`config.mk`:
```
export PLATFORM = sky130hd
export DESIGN_NAME = threat_signature_scanner_flat
export DESIGN_NICKNAME = d
export VERILOG_FILES = /design/src/sv/tss_pkg.sv /design/src/sv/tss_ifs.sv /design/src/sv/threat_signature_scanner.sv /design/src/sv/tss_cell.sv /design/src/sv/tss_match.sv /design/src/flat_wrapper.sv
export SDC_FILE = /design/constraint.sdc
export NUM_CORES = 1
export LEC_CHECK = 0
export BUFFER_PORTS_ARGS = -buffer_cell sky130_fd_sc_hd__buf_2
export CORE_ASPECT_RATIO = 1.25
export CORE_MARGIN = 8
export CORE_UTILIZATION = 64
export CTS_CLUSTER_SIZE = 16
export DETAILED_ROUTE_END_ITERATION = 10
export PLACE_DENSITY = 0.81
export SLEW_MARGIN = 20
export SYNTH_ARGS = -nofsm -noshare
export SYNTH_HDL_FRONTEND = slang
export SYNTH_HIERARCHICAL = 1
export SYNTH_SLANG_ARGS = --single-unit
```
`constraint.sdc`:
```
create_clock -name clk -period 5.97 [get_ports clk]
set_input_delay 0.8955 -clock clk [delete_from_list [all_inputs] [get_ports clk]]
set_output_delay 0.8955 -clock clk [all_outputs]
set_load 0.01 [all_outputs]
```
`src/sv/tss_pkg.sv`:
```
// Shared constants, signature table and byte folding for the threat signature scanner.
// Depends on nothing; the top level, cell, comparator and checker refer to it by scoped names.
package tss_pkg;

	localparam int WIN_DEPTH = 22;            // stored bytes before the current one
	localparam int WIN_TAPS  = WIN_DEPTH + 1; // current byte plus the stored window
	localparam int SIG_COUNT = 22;
	localparam int SIG_BITS  = 8 * WIN_TAPS;  // longest signature fills every tap

	localparam logic [7:0] BACKSLASH = 8'h5C;
	localparam logic [7:0] LOWER_X   = 8'h78;
	localparam logic [7:0] UPPER_A   = 8'h41;
	localparam logic [7:0] UPPER_Z   = 8'h5A;
	localparam logic [7:0] CASE_GAP  = 8'h20;
	localparam logic [7:0] ESC_MAX   = 8'hFF;

	localparam logic [2:0] LVL_NONE = 3'd0;
	localparam logic [2:0] LVL_LOW  = 3'd1;
	localparam logic [2:0] LVL_MED  = 3'd2;
	localparam logic [2:0] LVL_HIGH = 3'd3;
	localparam logic [2:0] LVL_CRIT = 3'd4;

	// Text is right-justified: the byte that ends the signature sits in bits [7:0].
	localparam logic [SIG_BITS-1:0] SIG_TEXT [SIG_COUNT] = '{
		SIG_BITS'("jailbreak"),
		SIG_BITS'("meterpreter"),
		SIG_BITS'("mimikatz"),
		SIG_BITS'({"reverse", "_tcp"}),
		SIG_BITS'({"bind", "_shell"}),
		SIG_BITS'("cobalt strike"),
		SIG_BITS'("${jndi:"),
		SIG_BITS'("ignore all previous"),
		SIG_BITS'("ignore your instruction"),
		SIG_BITS'("disregard all prior"),
		SIG_BITS'("system prompt:"),
		SIG_BITS'("'; drop table"),
		SIG_BITS'("union select"),
		SIG_BITS'("<script>"),
		SIG_BITS'("../../../"),
		SIG_BITS'("you are now"),
		SIG_BITS'("pretend you are"),
		SIG_BITS'("base64"),
		SIG_BITS'("bypass"),
		SIG_BITS'("password"),
		SIG_BITS'("secret"),
		SIG_BITS'("api key")
	};

	localparam int SIG_LEN [SIG_COUNT] = '{
		9, 11, 8, 11, 10, 13, 7, 19, 23, 19, 14,
		13, 12, 8, 9, 11, 15, 6, 6, 8, 6, 7
	};

	localparam logic [2:0] SIG_LEVEL [SIG_COUNT] = '{
		LVL_CRIT, LVL_CRIT, LVL_CRIT, LVL_CRIT, LVL_CRIT, LVL_CRIT, LVL_CRIT,
		LVL_HIGH, LVL_HIGH, LVL_HIGH, LVL_HIGH, LVL_HIGH, LVL_HIGH, LVL_HIGH,
		LVL_HIGH, LVL_MED, LVL_MED, LVL_MED, LVL_MED, LVL_LOW, LVL_LOW, LVL_LOW
	};

	// Fold A-Z to lower case; every other byte passes unchanged.
	function automatic logic [7:0] fold(input logic [7:0] c);
		if (c >= UPPER_A && c <= UPPER_Z) begin
			return c + CASE_GAP;
		end
		return c;
	endfunction

endpackage

```
`src/sv/tss_ifs.sv`:
```
// Channel interfaces of the threat signature scanner: message bytes, verdicts, limit writes.
// Depends on nothing; the top level and the checker bind to their members.
interface tss_byte_if;
	logic       valid;
	logic       ready;
	logic [7:0] data_byte;
	logic       last_byte;

	modport source (output valid, output data_byte, output last_byte, input ready);
	modport sink   (input valid, input data_byte, input last_byte, output ready);
endinterface

interface tss_level_if;
	logic       valid;
	logic       ready;
	logic [2:0] threat_level;

	modport source (output valid, output threat_level, input ready);
	modport sink   (input valid, input threat_level, output ready);
endinterface

interface tss_cfg_if;
	logic       valid;
	logic       ready;
	logic [7:0] hex_escape_limit;

	modport source (output valid, output hex_escape_limit, input ready);
	modport sink   (input valid, input hex_escape_limit, output ready);
endinterface

```
`src/sv/threat_signature_scanner.sv`:
```
// Top level of the threat signature scanner: cell chain, signature comparator, verdict register.
// Depends on tss_pkg, tss_ifs, tss_cell and tss_match.
//
//  channel | role | payload                   | beat moves
//  --------+------+---------------------------+-----------------------------------
//  msg     | sink | data_byte[7:0], last_byte | one message byte
//  verdict | src  | threat_level[2:0]         | one verdict, after each last byte
//  cfg     | sink | hex_escape_limit[7:0]     | new escape limit, always ready
//
// One byte is taken each cycle that msg.ready is high. All signature compares for a byte are
// done in the cycle it arrives, against the 22-cell chain plus the byte itself; the chain
// advances one cell per beat; the last byte clears it. The verdict appears in the cycle after
// the last byte. msg.ready drops only while a verdict is held and verdict.ready is low.
// Reset clears the chain, running level, escape count and verdict; the limit returns to 5.
module threat_signature_scanner (
	input  logic               clk,
	input  logic               arst_n,
	tss_byte_if.sink           msg,
	tss_level_if.source        verdict,
	tss_cfg_if.sink            cfg
);

	localparam logic [7:0] LIMIT_RESET = 8'd5;

	// Window chain: raw bytes for the escape check, folded bytes for matching.
	logic [tss_pkg::WIN_DEPTH-1:0][7:0] cell_raw;
	logic [tss_pkg::WIN_TAPS-1:0][7:0]  win_fold;
	logic                               accept;
	logic                               shift_en;
	logic                               clear;

	logic [2:0] hit_level;
	logic [2:0] level_q;
	logic [2:0] level_now;
	logic [2:0] level_final;
	logic [7:0] escape_q;
	logic [7:0] escape_next;
	logic       escape_hit;
	logic [7:0] limit_q;

	logic       out_valid_q;
	logic [2:0] out_level_q;

	// Take a byte unless a verdict is stuck in the output register.
	assign msg.ready = !out_valid_q || verdict.ready;
	assign accept    = msg.valid && msg.ready;
	// Advance on ordinary bytes; drop the whole window when the message ends.
	assign shift_en  = accept && !msg.last_byte;
	assign clear     = accept && msg.last_byte;

	assign win_fold[0] = tss_pkg::fold(msg.data_byte);

	for (genvar j = 0; j < tss_pkg::WIN_DEPTH; j++) begin : g_cell
		if (j == 0) begin : g_head
			tss_cell u_cell (
				.clk      (clk),
				.arst_n   (arst_n),
				.shift_en (shift_en),
				.clear    (clear),
				.d        (msg.data_byte),
				.q        (cell_raw[j]),
				.folded   (win_fold[j+1])
			);
		end else begin : g_body
			tss_cell u_cell (
				.clk      (clk),
				.arst_n   (arst_n),
				.shift_en (shift_en),
				.clear    (clear),
				.d        (cell_raw[j-1]),
				.q        (cell_raw[j]),
				.folded   (win_fold[j+1])
			);
		end
	end

	tss_match u_match (
		.win       (win_fold),
		.hit_level (hit_level)
	);

	// Cleared cells hold zero, which no signature contains, so a match can never
	// reach back into a previous message. The same holds for the escape pair:
	// cell 2 is zero until three bytes of this message are stored.
	assign level_now  = (hit_level > level_q) ? hit_level : level_q;
	assign escape_hit = (cell_raw[2] == tss_pkg::BACKSLASH) &&
		(cell_raw[1] == tss_pkg::LOWER_X) && (escape_q != tss_pkg::ESC_MAX);
	assign escape_next = escape_q + {7'd0, escape_hit};
	assign level_final = ((escape_next > limit_q) && (level_now < tss_pkg::LVL_HIGH)) ?
		tss_pkg::LVL_HIGH : level_now;

	always_ff @(posedge clk or negedge arst_n) begin
		if (!arst_n) begin
			level_q  <= tss_pkg::LVL_NONE;
			escape_q <= '0;
		end else if (clear) begin
			level_q  <= tss_pkg::LVL_NONE;
			escape_q <= '0;
		end else if (shift_en) begin
			level_q  <= level_now;
			escape_q <= escape_next;
		end
	end

	// Escape limit register; writes must arrive only while the block is idle (not enforced here).
	assign cfg.ready = 1'b1;

	always_ff @(posedge clk or negedge arst_n) begin
		if (!arst_n) begin
			limit_q <= LIMIT_RESET;
		end else if (cfg.valid) begin
			limit_q <= cfg.hex_escape_limit;
		end
	end

	// Verdict register: load on the last byte, hold until taken.
	always_ff @(posedge clk or negedge arst_n) begin
		if (!arst_n) begin
			out_valid_q <= 1'b0;
		end else if (clear) begin
			out_valid_q <= 1'b1;
		end else if (verdict.ready) begin
			out_valid_q <= 1'b0;
		end
	end

	always_ff @(posedge clk) begin
		if (clear) begin
			out_level_q <= level_final;
		end
	end

	assign verdict.valid        = out_valid_q;
	assign verdict.threat_level = out_level_q;

endmodule

```
`src/sv/tss_cell.sv`:
```
// One window cell: holds one raw message byte, passed to the next cell on each shift_en.
// Depends on tss_pkg for case folding.
module tss_cell (
	input  logic       clk,
	input  logic       arst_n,
	input  logic       shift_en,
	input  logic       clear,
	input  logic [7:0] d,
	output logic [7:0] q,
	output logic [7:0] folded
);

	logic [7:0] byte_q;

	always_ff @(posedge clk or negedge arst_n) begin
		if (!arst_n) begin
			byte_q <= '0;
		end else if (clear) begin
			byte_q <= '0;
		end else if (shift_en) begin
			byte_q <= d;
		end
	end

	assign q      = byte_q;
	assign folded = tss_pkg::fold(byte_q);

endmodule

```
`src/sv/tss_match.sv`:
```
// Signature comparator: checks every signature ending at the current byte, gives the top level.
// Depends on tss_pkg for the signature table and level codes.
module tss_match (
	input  logic [tss_pkg::WIN_TAPS-1:0][7:0] win,   // folded; tap 0 is the current byte
	output logic [2:0]                        hit_level
);

	logic [tss_pkg::SIG_COUNT-1:0]                       sig_hit;
	logic [tss_pkg::SIG_COUNT-1:0][tss_pkg::WIN_TAPS-1:0] tap_ok;
	logic [4:0]                                          lvl_hit;

	for (genvar i = 0; i < tss_pkg::SIG_COUNT; i++) begin : g_sig
		for (genvar k = 0; k < tss_pkg::WIN_TAPS; k++) begin : g_tap
			// Taps beyond the signature length always pass.
			assign tap_ok[i][k] = (k >= tss_pkg::SIG_LEN[i]) ||
				(win[k] == tss_pkg::SIG_TEXT[i][8*k +: 8]);
		end
		assign sig_hit[i] = &tap_ok[i];
	end

	always_comb begin
		lvl_hit = '0;
		for (int i = 0; i < tss_pkg::SIG_COUNT; i++) begin
			if (sig_hit[i]) begin
				lvl_hit[tss_pkg::SIG_LEVEL[i]] = 1'b1;
			end
		end
	end

	always_comb begin
		priority if (lvl_hit[tss_pkg::LVL_CRIT]) begin
			hit_level = tss_pkg::LVL_CRIT;
		end else if (lvl_hit[tss_pkg::LVL_HIGH]) begin
			hit_level = tss_pkg::LVL_HIGH;
		end else if (lvl_hit[tss_pkg::LVL_MED]) begin
			hit_level = tss_pkg::LVL_MED;
		end else if (lvl_hit[tss_pkg::LVL_LOW]) begin
			hit_level = tss_pkg::LVL_LOW;
		end else begin
			hit_level = tss_pkg::LVL_NONE;
		end
	end

endmodule

```
`src/flat_wrapper.sv`:
```
// flat-port wrapper written by rule: the top's interface ports become plain ports
module threat_signature_scanner_flat 
  (clk, arst_n, msg_valid, msg_data_byte, msg_last_byte, msg_ready, verdict_valid, verdict_threat_level, verdict_ready, cfg_valid, cfg_hex_escape_limit, cfg_ready);
  tss_byte_if msg_i ();
  tss_level_if verdict_i ();
  tss_cfg_if cfg_i ();
  input  logic clk;
  input  logic arst_n;
  input wire logic [$bits(msg_i.valid)-1:0] msg_valid;
  input wire logic [$bits(msg_i.data_byte)-1:0] msg_data_byte;
  input wire logic [$bits(msg_i.last_byte)-1:0] msg_last_byte;
  output wire logic [$bits(msg_i.ready)-1:0] msg_ready;
  output wire logic [$bits(verdict_i.valid)-1:0] verdict_valid;
  output wire logic [$bits(verdict_i.threat_level)-1:0] verdict_threat_level;
  input wire logic [$bits(verdict_i.ready)-1:0] verdict_ready;
  input wire logic [$bits(cfg_i.valid)-1:0] cfg_valid;
  input wire logic [$bits(cfg_i.hex_escape_limit)-1:0] cfg_hex_escape_limit;
  output wire logic [$bits(cfg_i.ready)-1:0] cfg_ready;
  assign msg_i.valid = msg_valid;
  assign msg_i.data_byte = msg_data_byte;
  assign msg_i.last_byte = msg_last_byte;
  assign msg_ready = msg_i.ready;
  assign verdict_valid = verdict_i.valid;
  assign verdict_threat_level = verdict_i.threat_level;
  assign verdict_i.ready = verdict_ready;
  assign cfg_i.valid = cfg_valid;
  assign cfg_i.hex_escape_limit = cfg_hex_escape_limit;
  assign cfg_ready = cfg_i.ready;
  threat_signature_scanner u_core (.clk(clk), .arst_n(arst_n), .msg(msg_i), .verdict(verdict_i), .cfg(cfg_i));
endmodule
```
==> flow_metrics.py <==
metrics = {
    "status": {
        "status": "completed",
    },
    "setup_path": {
        "crit_family": "simple AND/OR/NAND/NOR gates",
        "slowest_delay_ps": 650,
        "cp.arrival_ps": 5620,
        "cp-startpoint": "u_core/g_cell[5].g_body.u_cell/q[3]",
        "critPathLaunchType": "flip-flop",
        "cp_max_fo": 10,
        "cp_slowest_cell": "or4_1",
        "path_class": "flip-flop to flip-flop",
        "path_cells": "or4_1 -> o22ai_2 -> o41a_1 -> nor4bb_1 -> buf_4 -> nand4b_1 -> nor3_1 -> nand4_1 -> o221a_2 -> nand4_1 -> ha_1 -> nor2b_4 -> or2_0 -> a32o_1 -> a222oi_1 -> buf_4 -> o221ai_1",
        "r2r_start": "u_core/g_cell[5].g_body.u_cell/q[3]",
        "reg2reg_setup_slack_ps": 520,
        "rr_endpoint": "u_core/verdict.threat_level[0]",
        "endpoint_kind": "flip-flop",
        "critPathBufInv": 2,
        "required_ps": 6150,
        "rr_worst_depth": 17,
    },
    "sta": {
        "max-slew-margin-rel_pct": 28.3,
        "drv_slew": 0,
        "hold_viol_final": 0,
        "min_period_ps": 5450,
        "setup_tns_ps": 0,
        "period_share_pct": 91.2,
        "fmax_ghz": 0.184,
        "tightest_slew_ps": 1070,
        "rsz0062_at_grt": "no",
        "setup_violations": 0,
        "setup_ws_ps": 523,
        "worst_clock_skew_ps": 15.6,
    },
    "clocking": {
        "cts.clk_slew.worst_paths_ps": 90,
        "cts_hold_buf": 0,
        "cts_resized": 0,
        "cts_post_setup_buffers_inserted": 0,
        "cts_buffer_depth": 2,
        "clockRootBuffer": "clkbuf_16",
        "numCtsBuffers": 17,
        "clk_latency_ps": 450,
        "cts_tree": "done",
        "h-tree-depth": 4,
        "cts_sinks": 199,
    },
    "route": {
        "antenna_left": 0,
        "routed_wl_mm": 44.3,
        "wl_per_cell_um": 26.6,
        "drc": 0,
        "dr.first_iter.drc_count": 1208,
        "dr.pass1.iters": 5,
        "vias": 11500,
        "routed_via_density": 6.90,
    },
    "power_and_ir_drop": {
        "p_per_area_nw_per_um2": 225,
        "vdd_drop_max_mv": 0.194,
        "p_total_uw": 3170,
        "p_leak_uw": 0.00586,
    },
    "cells_and_area": {
        "final_nets": 1436,
        "area_delta_synth_final_pct": 3.70,
        "layout-drive-gt1-share_pct": 10.5,
        "fin_area_um2": 14100,
        "final_cell_mix": "nor2_1 (205), dfrtp_1 (194), mux2i_1 (177)",
        "final_common_cell": "nor2_1",
        "antenna_cells": 0,
        "fin_util_pct": 67.6,
    },
    "die": {
        "die_height_um": 179,
        "die_area_um2": 26100,
        "die_w_um": 146,
        "start_util_pct": 65.2,
        "core_um2": 20800,
        "io_pins": 28,
        "placementRows": 59,
    },
    "grt": {
        "grtUsageTotal_pct": 33.7,
        "grt_max_degree": 83,
        "antenna_found_initial": 1,
        "grt_overflow": 0,
        "grt_pass1_wl_mm": 67.6,
        "grt_pass1_vias": 11300,
    },
    "logic_synthesis": {
        "yosysWarnings": 6,
        "syn_nets": 1500,
        "synth_area_um2": 13600,
        "synth_cells": 1442,
        "postSynthAreaPerCell_um2": 9.41,
    },
    "place": {
        "post-place-ws_ps": 637,
        "dp_hpwl_mm": 32.4,
        "port_buffers": 26,
        "gp_congestion": 1.06,
        "placedInstanceArea_um2": 13400,
    },
    "run": {
        "maxCapViolCount": 0,
    },
    "hold_path": {
        "min_path_type": "input pin to asynchronous set/reset pin",
    },
}
cell type report:
class,instances,area (um2)
clock buffers,18,439
inverters,39,146
multi-input cells,1048,7420
clock inverters,14,189
repair buffers,73,529
well taps,274,343
flip-flops and latches,199,5000
fillers,1590,6750
registers in the layout (all words and copies together), names as in the netlist:
register	count
u_core/g_cell.g_body.u_cell/q	168
u_core/verdict.valid	1
u_core/g_cell.g_head.u_cell/q	8
u_core/limit_q	8
u_core/escape_q	8
u_core/level_q	3
u_core/verdict.threat_level	3
power by group:
| part | internal, uW | total [uW] | leakage, uW | switching, uW |
|---|---|---|---|---|
| sequential | 1400 | 1460 | 0.00273 | 57.0 |
| combinational | 188 | 472 | 0.00282 | 284 |
| clock | 594 | 1240 | 0.000304 | 646 |
| total | 2180 | 3170 | 0.00586 | 987 |
how the worst max path moves through the flow:
stage	to	slack (ps)	depth (start not counted)
detailed placement	u_core/verdict.threat_level[0]	640	19
global placement	u_core/verdict.threat_level[0]	730	19
finish	u_core/verdict.threat_level[0]	520	17
CTS	u_core/verdict.threat_level[0]	770	17
global route	u_core/verdict.threat_level[0]	520	17
floorplan	u_core/verdict.threat_level[0]	1180	16
worst register-to-register path, delay by kind of cell (launching register included):
| family | cells | cell delay, ps |
|---|---|---|
| buf+inv | 2 | 380 |
| simple gates | 8 | 2550 |
| compound gates | 6 | 1330 |
| fa+ha+maj | 1 | 320 |
| flops | 1 | 610 |
layer usage:
metal	track usage, %	share of wire, %
met1	41.1	40
met2	56.1	48
met3	6.49	7.3
met4	17.9	5.2
met5	0	0.032
through the flow:
step	instances	hold slack, ps
6_report	1665	459
3_5_place_dp	1633	490
4_1_cts	1665	492
3_3_place_gp	1633	482
5_1_grt	1665	491
2_1_floorplan	1442	466
Note: power is estimated with default switching activity, not from simulation.
